## src/rtl/lpw_pkg.sv

```systemverilog
// Package for the line pixel walker: item and pixel types, widths, constants
// and the end point clamp. No dependencies.
`timescale 1ns / 1ps

package lpw_pkg;

    localparam int COORD_W    = 10;
    localparam int STRIDE_W   = 11;
    localparam int COLOR_W    = 16;
    localparam int OFFSET_W   = 21;
    localparam int POS_W      = COORD_W + 2;
    localparam int ERR_W      = COORD_W + 3;
    localparam int COORD_MAX  = 1023;
    localparam logic [STRIDE_W-1:0] STRIDE_RESET = 11'd320;

    typedef enum logic {
        OP_START = 1'b0,
        OP_STEP  = 1'b1
    } t_op;

    typedef logic [COORD_W-1:0]        t_coord;
    typedef logic signed [POS_W-1:0]   t_pos;
    typedef logic signed [ERR_W-1:0]   t_err;

    typedef struct packed {
        t_op                op;
        t_coord             start_x;
        t_coord             start_y;
        t_coord             end_x;
        t_coord             end_y;
        logic [COLOR_W-1:0] draw_color;
        logic               restore_mode;
    } t_item;

    typedef struct packed {
        logic [OFFSET_W-1:0] pixel_offset;
        logic [COLOR_W-1:0]  pixel_color;
        logic                from_background;
        logic                last_pixel;
    } t_pixel;

    function automatic t_coord coord_clamp(input t_coord v);
        logic [POS_W-1:0] wide;
        wide = {2'b00, v};
        if (wide > POS_W'(COORD_MAX)) begin
            return COORD_W'(COORD_MAX);
        end
        return v;
    endfunction

endpackage

```

## src/rtl/lpw_in_reg.sv

```systemverilog
// Input register of the line pixel walker: holds one accepted item.
// Depends on lpw_pkg.
`timescale 1ns / 1ps

module lpw_in_reg import lpw_pkg::*; (
    input  logic  i_clk,
    input  logic  i_rst_n,
    input  logic  i_valid,
    output logic  o_ready,
    input  t_item i_item,
    input  logic  i_retire,
    output logic  o_valid,
    output t_item o_item
);

    logic  r_valid;
    t_item r_item;

    assign o_ready = !r_valid || i_retire;
    assign o_valid = r_valid;
    assign o_item  = r_item;

    always_ff @(posedge i_clk) begin
        if (!i_rst_n) begin
            r_valid <= 1'b0;
        end else if (o_ready) begin
            r_valid <= i_valid;
        end
    end

    always_ff @(posedge i_clk) begin
        if (o_ready && i_valid) begin
            r_item <= i_item;
        end
    end

endmodule

```

## src/rtl/lpw_core.sv

```systemverilog
// Walker state and the single-pass step: orders end points on start, emits
// the current pixel and moves one place. Depends on lpw_pkg.
`timescale 1ns / 1ps

module lpw_core import lpw_pkg::*; (
    input  logic                i_clk,
    input  logic                i_rst_n,
    input  t_item               i_item,
    input  logic                i_retire,
    input  logic [STRIDE_W-1:0] i_stride,
    output logic                o_emit,
    output t_pixel              o_pixel
);

    t_pos               r_wx, r_wy, r_lx, r_ly, r_sy;
    t_pos               r_sx;
    t_err               r_err;
    logic               r_down;
    logic [COLOR_W-1:0] r_color;
    logic               r_restore;
    logic               r_walking;

    t_coord             ax, ay, bx, by;
    logic               from_a, st_down, is_start;
    t_pos               st_wx, st_wy, st_lx, st_ly, st_sx, st_sy;
    t_err               st_err;

    t_pos               c_wx, c_wy, c_lx, c_ly, c_sx, c_sy;
    t_err               c_err;
    logic               c_down;
    logic [COLOR_W-1:0] c_color;
    logic               c_restore;

    t_pos               n_wx, n_wy;
    t_err               n_err;
    logic               more;
    logic [OFFSET_W-1:0] prod;

    assign is_start = (i_item.op == OP_START);
    assign ax = coord_clamp(i_item.start_x);
    assign ay = coord_clamp(i_item.start_y);
    assign bx = coord_clamp(i_item.end_x);
    assign by = coord_clamp(i_item.end_y);

    always_comb begin
        priority if (ax <= bx && ay <= by) begin
            from_a  = 1'b1;
            st_down = 1'b0;
        end else if (ax >= bx && ay >= by) begin
            from_a  = 1'b0;
            st_down = 1'b0;
        end else if (ax <= bx) begin
            from_a  = 1'b1;
            st_down = 1'b1;
        end else begin
            from_a  = 1'b0;
            st_down = 1'b1;
        end
        st_wx  = from_a ? t_pos'({2'b00, ax}) : t_pos'({2'b00, bx});
        st_wy  = from_a ? t_pos'({2'b00, ay}) : t_pos'({2'b00, by});
        st_lx  = from_a ? t_pos'({2'b00, bx}) : t_pos'({2'b00, ax});
        st_ly  = from_a ? t_pos'({2'b00, by}) : t_pos'({2'b00, ay});
        st_sx  = st_lx - st_wx;
        st_sy  = st_ly - st_wy;
        st_err = st_down ? -ERR_W'(st_sx) : ERR_W'(st_sx);
    end

    always_comb begin
        c_wx      = is_start ? st_wx : r_wx;
        c_wy      = is_start ? st_wy : r_wy;
        c_lx      = is_start ? st_lx : r_lx;
        c_ly      = is_start ? st_ly : r_ly;
        c_sx      = is_start ? st_sx : r_sx;
        c_sy      = is_start ? st_sy : r_sy;
        c_err     = is_start ? st_err : r_err;
        c_down    = is_start ? st_down : r_down;
        c_color   = is_start ? i_item.draw_color : r_color;
        c_restore = is_start ? i_item.restore_mode : r_restore;
    end

    always_comb begin
        n_wx  = c_wx;
        n_wy  = c_wy;
        if (!c_down) begin
            if (c_err < ERR_W'(c_sy)) begin
                n_err = c_err + ERR_W'(c_sx);
                n_wy  = c_wy + POS_W'(1);
            end else begin
                n_err = c_err - ERR_W'(c_sy);
                n_wx  = c_wx + POS_W'(1);
            end
            more = (n_wy <= c_ly) && (n_wx <= c_lx);
        end else begin
            if (c_err > ERR_W'(c_sy)) begin
                n_err = c_err - ERR_W'(c_sx);
                n_wy  = c_wy - POS_W'(1);
            end else begin
                n_err = c_err - ERR_W'(c_sy);
                n_wx  = c_wx + POS_W'(1);
            end
            more = (n_wy >= c_ly) && (n_wx <= c_lx);
        end
    end

    assign prod = OFFSET_W'(c_wy[COORD_W-1:0]) * OFFSET_W'(i_stride);
    assign o_emit = is_start || r_walking;
    assign o_pixel.pixel_offset    = OFFSET_W'({prod[OFFSET_W-2:0], 1'b0})
                                   + OFFSET_W'({c_wx[COORD_W-1:0], 1'b0});
    assign o_pixel.pixel_color     = c_restore ? '0 : c_color;
    assign o_pixel.from_background = c_restore;
    assign o_pixel.last_pixel      = !more;

    always_ff @(posedge i_clk) begin
        if (!i_rst_n) begin
            r_wx      <= '0;
            r_wy      <= '0;
            r_lx      <= '0;
            r_ly      <= '0;
            r_sx      <= '0;
            r_sy      <= '0;
            r_err     <= '0;
            r_down    <= 1'b0;
            r_color   <= '0;
            r_restore <= 1'b0;
            r_walking <= 1'b0;
        end else if (i_retire && o_emit) begin
            r_wx      <= n_wx;
            r_wy      <= n_wy;
            r_lx      <= c_lx;
            r_ly      <= c_ly;
            r_sx      <= c_sx;
            r_sy      <= c_sy;
            r_err     <= n_err;
            r_down    <= c_down;
            r_color   <= c_color;
            r_restore <= c_restore;
            r_walking <= more;
        end
    end

endmodule

```

## src/rtl/lpw_out_reg.sv

```systemverilog
// Result register of the line pixel walker: holds one pixel write until
// transferred. Depends on lpw_pkg.
`timescale 1ns / 1ps

module lpw_out_reg import lpw_pkg::*; (
    input  logic   i_clk,
    input  logic   i_rst_n,
    input  logic   i_load,
    input  t_pixel i_pixel,
    input  logic   i_ready,
    output logic   o_free,
    output logic   o_valid,
    output t_pixel o_pixel
);

    logic   r_valid;
    t_pixel r_pixel;

    assign o_free  = !r_valid || i_ready;
    assign o_valid = r_valid;
    assign o_pixel = r_pixel;

    always_ff @(posedge i_clk) begin
        if (!i_rst_n) begin
            r_valid <= 1'b0;
        end else if (i_load) begin
            r_valid <= 1'b1;
        end else if (i_ready) begin
            r_valid <= 1'b0;
        end
    end

    always_ff @(posedge i_clk) begin
        if (i_load) begin
            r_pixel <= i_pixel;
        end
    end

endmodule

```

## src/rtl/line_pixel_walker_top.sv

```systemverilog
// Top level of the four-connected line pixel walker: input register, walker
// core, result register and the stride register. Depends on lpw_pkg.
//
//  channel | direction | handshake                    | payload
//  --------+-----------+------------------------------+-------------------------------
//  in      | in        | i_in_valid / o_in_ready      | op, end points, colour, mode
//  out     | out       | o_out_valid / i_out_ready    | offset, colour, flag, last
//  cfg     | in        | i_cfg_we                     | i_cfg_wdata (row stride)
//
// One item per cycle unless the output stalls; each pixel is registered.
// The walker step and the row offset multiply sit between the input and
// result registers. Synchronous active-low reset clears all control state
// and sets the stride to 320. A stalled output holds the result register;
// a step while idle retires without a result.
`timescale 1ns / 1ps

module line_pixel_walker_top import lpw_pkg::*; (
    input  logic                i_clk,
    input  logic                i_rst_n,
    input  logic                i_in_valid,
    output logic                o_in_ready,
    input  logic                i_op,
    input  logic [COORD_W-1:0]  i_start_x,
    input  logic [COORD_W-1:0]  i_start_y,
    input  logic [COORD_W-1:0]  i_end_x,
    input  logic [COORD_W-1:0]  i_end_y,
    input  logic [COLOR_W-1:0]  i_draw_color,
    input  logic                i_restore_mode,
    input  logic                i_cfg_we,
    input  logic [STRIDE_W-1:0] i_cfg_wdata,
    output logic                o_out_valid,
    input  logic                i_out_ready,
    output logic [OFFSET_W-1:0] o_pixel_offset,
    output logic [COLOR_W-1:0]  o_pixel_color,
    output logic                o_from_background,
    output logic                o_last_pixel
);

    logic [STRIDE_W-1:0] r_stride;
    t_item               in_item, held_item;
    logic                held_valid, retire, emit, out_free;
    t_pixel              core_pixel, out_pixel;

    assign in_item.op           = t_op'(i_op);
    assign in_item.start_x      = i_start_x;
    assign in_item.start_y      = i_start_y;
    assign in_item.end_x        = i_end_x;
    assign in_item.end_y        = i_end_y;
    assign in_item.draw_color   = i_draw_color;
    assign in_item.restore_mode = i_restore_mode;

    assign retire = held_valid && (out_free || !emit);

    always_ff @(posedge i_clk) begin
        if (!i_rst_n) begin
            r_stride <= STRIDE_RESET;
        end else if (i_cfg_we) begin
            r_stride <= i_cfg_wdata;
        end
    end

    lpw_in_reg u_in_reg (
        .i_clk    (i_clk),
        .i_rst_n  (i_rst_n),
        .i_valid  (i_in_valid),
        .o_ready  (o_in_ready),
        .i_item   (in_item),
        .i_retire (retire),
        .o_valid  (held_valid),
        .o_item   (held_item)
    );

    lpw_core u_core (
        .i_clk    (i_clk),
        .i_rst_n  (i_rst_n),
        .i_item   (held_item),
        .i_retire (retire),
        .i_stride (r_stride),
        .o_emit   (emit),
        .o_pixel  (core_pixel)
    );

    lpw_out_reg u_out_reg (
        .i_clk   (i_clk),
        .i_rst_n (i_rst_n),
        .i_load  (retire && emit),
        .i_pixel (core_pixel),
        .i_ready (i_out_ready),
        .o_free  (out_free),
        .o_valid (o_out_valid),
        .o_pixel (out_pixel)
    );

    assign o_pixel_offset    = out_pixel.pixel_offset;
    assign o_pixel_color     = out_pixel.pixel_color;
    assign o_from_background = out_pixel.from_background;
    assign o_last_pixel      = out_pixel.last_pixel;

endmodule

```

## config.mk

```make
export PLATFORM = sky130hd
export DESIGN_NAME = line_pixel_walker_top
export DESIGN_NICKNAME = d
export VERILOG_FILES = /design/src/rtl/lpw_pkg.sv /design/src/rtl/lpw_in_reg.sv /design/src/rtl/lpw_core.sv /design/src/rtl/lpw_out_reg.sv /design/src/rtl/line_pixel_walker_top.sv
export SDC_FILE = /design/constraint.sdc
export NUM_CORES = 1
export LEC_CHECK = 0
export BUFFER_PORTS_ARGS = -buffer_cell sky130_fd_sc_hd__buf_2
export CAP_MARGIN = 20
export CORE_MARGIN = 2
export CORE_UTILIZATION = 65
export DETAILED_ROUTE_END_ITERATION = 8
export GPL_ROUTABILITY_DRIVEN = 0
export GPL_TIMING_DRIVEN = 0
export PLACE_DENSITY = 0.84
export SETUP_SLACK_MARGIN = 0.15
export SLEW_MARGIN = 10
export SYNTH_ARGS = -nofsm -noshare
export SYNTH_HDL_FRONTEND = slang
export SYNTH_SLANG_ARGS = --single-unit
```

## constraint.sdc

```tcl
create_clock -name i_clk -period 17.55 [get_ports i_clk]
set_input_delay 0.8775 -clock i_clk [delete_from_list [all_inputs] [get_ports i_clk]]
set_output_delay 0.8775 -clock i_clk [all_outputs]
set_load 0.1 [all_outputs]
```

[Word level (Yosys, flattened, before mapping)]
Cells that the tools add are included.
Storage, ports and cells
  output and inout port bits: 41
  flip-flop bits (word level): 214
  word-level logic and storage cells: 99
Operators by class
  reductions and logical operators: 16
  $mul: 1
  mux-type cells: 36
  add/sub/neg operators: 10
  bitwise gates (word level): 1
  $lt $le $gt $ge: 10
Operators with widths (count)
  $mux W12: 16
  $mux W13: 5
  $mux W10: 4
  $le A12 B12 Y1: 3
  $sub A13 B12 Y13: 2
  $add A12 B2 Y12 const B: 2
  $add A21 B11 Y21: 1
  $ge A10 B10 Y1: 2
  $le A10 B10 Y1: 2
  $mul A10 B12 Y20: 1
  $mux W16: 1
  $add A13 B12 Y13: 1
  $gt A13 B12 Y1: 1
  $lt A13 B12 Y1: 1
  $neg A12 Y13: 1
  $ge A12 B12 Y1: 1
  $sub A12 B12 Y12: 1
  $sub A12 B2 Y12 const B: 1
  $sub A10 B10 Y11: 1
  $mux W1: 10
  $logic_and A1 B1 Y1: 7
  $logic_not A1 Y1: 4
  $logic_or A1 B1 Y1: 4
  $reduce_bool A2 Y1: 1
  $not A1 Y1: 1

[Logic depth before layout (Yosys ltp)]
  depth after elaboration: 16
  depth in mapped cells: 40

[Hierarchy]
From an unflattened synthesis, not the netlist that was laid out.
Unflattened totals
  cell total of the unflattened synthesis: 2181
  area, all modules: 18632.9 µm²
By module, submodules not included
  lpw_core: sequential area each 2082.0 µm², cells an instance 2037, instances 1, area an instance 15187.1 µm²
  lpw_in_reg: sequential area each 1761.7 µm², cells an instance 63, instances 1, area an instance 1799.2 µm²
  lpw_out_reg: sequential area each 1191.1 µm², cells an instance 43, instances 1, area an instance 1219.9 µm²
  line_pixel_walker_top: sequential area each 220.2 µm², cells an instance 38, instances 1, area an instance 426.7 µm²

[Worst setup path after synthesis]
OpenSTA, ideal clock, no wires.
  kind: reg2reg
  from: register u_in_reg.r_item (netlist bit u_in_reg.o_item[52])
  to: register u_out_reg.r_pixel (netlist bit u_out_reg.o_pixel[0]) (data pin)
  period minus slack after synthesis: 8.848 ns
  cell stages (with the launch flop): 38
  setup slack: 8.702 ns
  data arrival time: 8.593 ns
  buffers on the path: 3
  setup time: 0.255 ns
  cells stage by stage: edfxtp_1 -> ha_1 -> buf_4 -> nand4_4 -> a21oi_2 -> o31ai_2 -> a21oi_2 -> or4_4 -> and2_1 -> ha_1 -> o311a_1 -> o21ba_1 -> or3_4 -> a2111oi_4 -> a31oi_1 -> xor2_1 -> o21ai_1 -> ha_1 -> [2 not listed] -> nor4_1 -> nand2b_1 -> clkbuf_1 -> clkbuf_1 -> xnor2_1 -> ha_1 -> nor2b_1 -> o21a_1 -> o21a_1 -> o21a_1 -> o21a_1 -> o21a_1 -> o21a_1 -> o21a_1 -> o21ai_0 -> a21oi_1 -> or4_1 -> and2_1
RTL lines
  start: declaration: RTL line lpw_in_reg.sv:17  | t_item r_item;
  start signal: assignment: RTL line lpw_in_reg.sv:33  | r_item <= i_item;
  end signal: assignment: RTL line lpw_out_reg.sv:35  | r_pixel <= i_pixel;
  end: declaration: RTL line lpw_out_reg.sv:17  | t_pixel r_pixel;

==> metrics.txt <==
status finished, final reports clean; launching point of the worst reg2reg path u_in_reg.o_item[46]; clock sinks around 210; Mapped Cells 2,190; number of global-route vias before repair roughly 18,000; WP data arrival 11.72 ns; max incr delay on CP between 0.7 and 0.8 ns; Port Buffers 113; max-slew violation count 0; cell mode on critical path o21a_1; worst reg-to-reg path cell count 38; first-pass GRT wire length between 90,000 and 100,000 um; DRC 0; Worst Slack Setup Final between 6 and 7 ns; #FFs+latches synth about 210; min-delay src u_core.r_color[0]; GRT Total Usage 0.3788; Slew headroom 0.3207; CTS Buffer Depth 3; commonest non-fill, non-tap cell in the layout nand2_1; clock latency on the worst-skew pair 0.56 ns; critical path required time approximately 18 ns; dpl ws roughly 6.7 ns; CTS tree done; setup repair bufs after CTS 0; Startpoint Class flip-flop; Pleak 0.008894 uW; Vias/cell 6.481; Final Hold Viols 0; Ys Warns 0; antenna violations before repair 0; hold depth 2; site row count a little over 60; Synth Flop Type dfxtp_1; die width between 150 and 200 um; setup TNS 0 ns; layout cell share with drive strength beyond 1 0.09315; Post-DRT Antenna Nets 0; Cell variety after synth 90; critical path class flip-flop to flip-flop; Finished Core Util 0.7354; Final setup viols 0; most frequent cells in the layout nand2_1, nor2_1, ha_1; post-layout net count about 2,700; Final min period 11.41 ns; Post-Syn Nets ~2,500; Clk pin slew, worst setup/hold paths ~0.06 ns; die area approximately 30,000 sq um; final period utilization 0.6504; Top Ports between 100 and 150; P&R area growth vs syn 10.74%; DRT Pass-1 Iters 6; RSZ-0062 raised after global routing no; CTS Hold Bufs 0; Die Y around 170 um; Final Routed Wirelength approximately 57,000 um; flop-to-flop setup slack roughly 6.1 ns; PwrDens approximately 120 nW/um^2; synthesized area per cell roughly 8.5 sq um; register area share after synthesis 0.2817; Resized Gates After CTS 0; placed wire-length estimate between 40,000 and 50,000 um; largest net degree at the start of global routing 59; Critical Path Sink Type flip-flop; Max-cap violations 0; per-cell routed wire length around 21 um; H-tree lvl count 1; Critical Path Fanout Max 10; via count roughly 18,000; Reg2Reg Capture Point u_out_reg.o_pixel[0]; Worst-Margin Slew a little over 1 ns; fmax 0.08761 GHz; hold path endpoint u_core.r_color[0]; Max VDD drop 0.09333 mV; number of enable flip-flop cells after synthesis 96; CTS Root Cell clkbuf_16; CTS Buf Count 25; ys async rst share 0; Hold Path Class flip-flop to flip-flop; drt first-iter violations between 2,000 and 2,500; Slowest-stage cell, CP clkbuf_1; grt total ovfl 0; Starting Density 0.6641; Synth Cell Area around 19,000 sq um; skew final approximately 0.013 ns; core area 27,930 sq um
==> power breakdown <==
part	leakage, uW	switching [uW]	internal, uW
sequential	0.00187	20.9	573
combinational	0.00658	872	487
clock	0.000439	225	362
total	0.00889	1120	1420
==> synth_stat cells (35+ instances only) <==
cell type,count,share of area
nand2_1,259,0.052
nor2_1,196,0.040
ha_1,180,0.12
a21oi_1,174,0.047
inv_1,166,0.034
dfxtp_1,117,0.13
o21ai_0,100,0.027
edfxtp_1,96,0.16
clkbuf_1,88,0.018
xnor2_1,86,0.041
fa_1,75,0.081
and2_1,57,0.019
nand3_1,50,0.013
mux2i_1,45,0.024
xor2_1,40,0.019
o211ai_1,35,0.014
==> routing by layer <==
metal | vias up | GRT usage | wire length [um]
met3 | 339 | 0.1049 | 7091
met4 | 0 | 0.2366 | 3834
met1 | 8265 | 0.4411 | 20320
met2 | 1197 | 0.6200 | 26190
li1 | 7891 | - | -
met5 | - | 0 | 0
==> metrics by stage <==
| stage | power [uW] | hold slack [ns] | instance area (sq um) | instances |
|---|---|---|---|---|
| after floorplan | 1587 | 0.4277 | 18550 | 2190 |
| after global placement | 1854 | 0.4403 | 19590 | 2681 |
| after detailed placement | 1908 | 0.4463 | 19630 | 2683 |
| after CTS | 2496 | 0.4566 | 20540 | 2729 |
| after global routing | 2673 | 0.4700 | 20540 | 2729 |
| final | 2540 | 0.4559 | 20540 | 2730 |
==> worst max-delay path: cells and delay by family (launching register included) <==
kind / cells / cell delay (ns)
compound gates: 15 / 3.11
xor+xnor: 3 / 0.82
fa+ha+maj: 4 / 1.08
buf+inv: 3 / 1.65
flops: 1 / 0.48
simple gates: 13 / 3.99
==> cells by family (layout without fill, tap and decap cells) <==
| group | count (synthesis) | after routing | synth area share |
|---|---|---|---|
| AND/OR/NAND/NOR | 736 | 736 | 0.1883 |
| AO/OA/AOI/OAI | 526 | 526 | 0.1819 |
| buffers and inverters | 285 | 446 | 0.05996 |
| adder cells (fa/ha/maj) | 255 | 255 | 0.2023 |
| flip-flops | 213 | 213 | 0.2817 |
| XOR/XNOR | 126 | 126 | 0.05949 |
| multiplexers | 48 | 48 | 0.02610 |
| other | 1 | 2 | 0.0002022 |
==> layout make-up <==
cell class | instances | area [sq um]
Multi-Input combinational cell | 1692 | 12220
Timing Repair Buffer | 115 | 593.1
Clock inverter | 16 | 237.7
Buffer | 119 | 490.5
Tap cell | 378 | 473.0
Antenna cell | 1 | 2.502
Fill cell | 2090 | 7392
Sequential cell | 213 | 5225
Inverter | 166 | 623.1
Clock buffer | 30 | 675.6
==> state kept, by name, indices dropped and copies added (netlist names), 11 cells and up <==
signal,cells
r_stride,11
u_core.r_wy,12
u_core.r_sx,12
u_core.r_wx,12
u_core.r_lx,12
u_core.r_ly,12
u_core.r_err,13
u_core.r_sy,12
u_in_reg.o_item,58
u_core.r_color,16
u_out_reg.o_pixel,38
==> worst max-delay path by stage <==
stage | from | end | slack, ns | depth (start not counted)
after floorplan | u_in_reg.o_item[52] | u_out_reg.o_pixel[0] | 8.70 | 37
after global placement | u_in_reg.o_item[22] | u_out_reg.o_pixel[0] | 5.91 | 37
after detailed placement | u_in_reg.o_item[46] | u_out_reg.o_pixel[0] | 6.69 | 39
after CTS | u_in_reg.o_item[46] | u_out_reg.o_pixel[0] | 6.61 | 39
after global routing | u_in_reg.o_item[30] | u_out_reg.o_pixel[0] | 5.89 | 40
final | u_in_reg.o_item[46] | u_out_reg.o_pixel[0] | 6.14 | 38
Note: power is estimated with default switching activity, not from simulation.
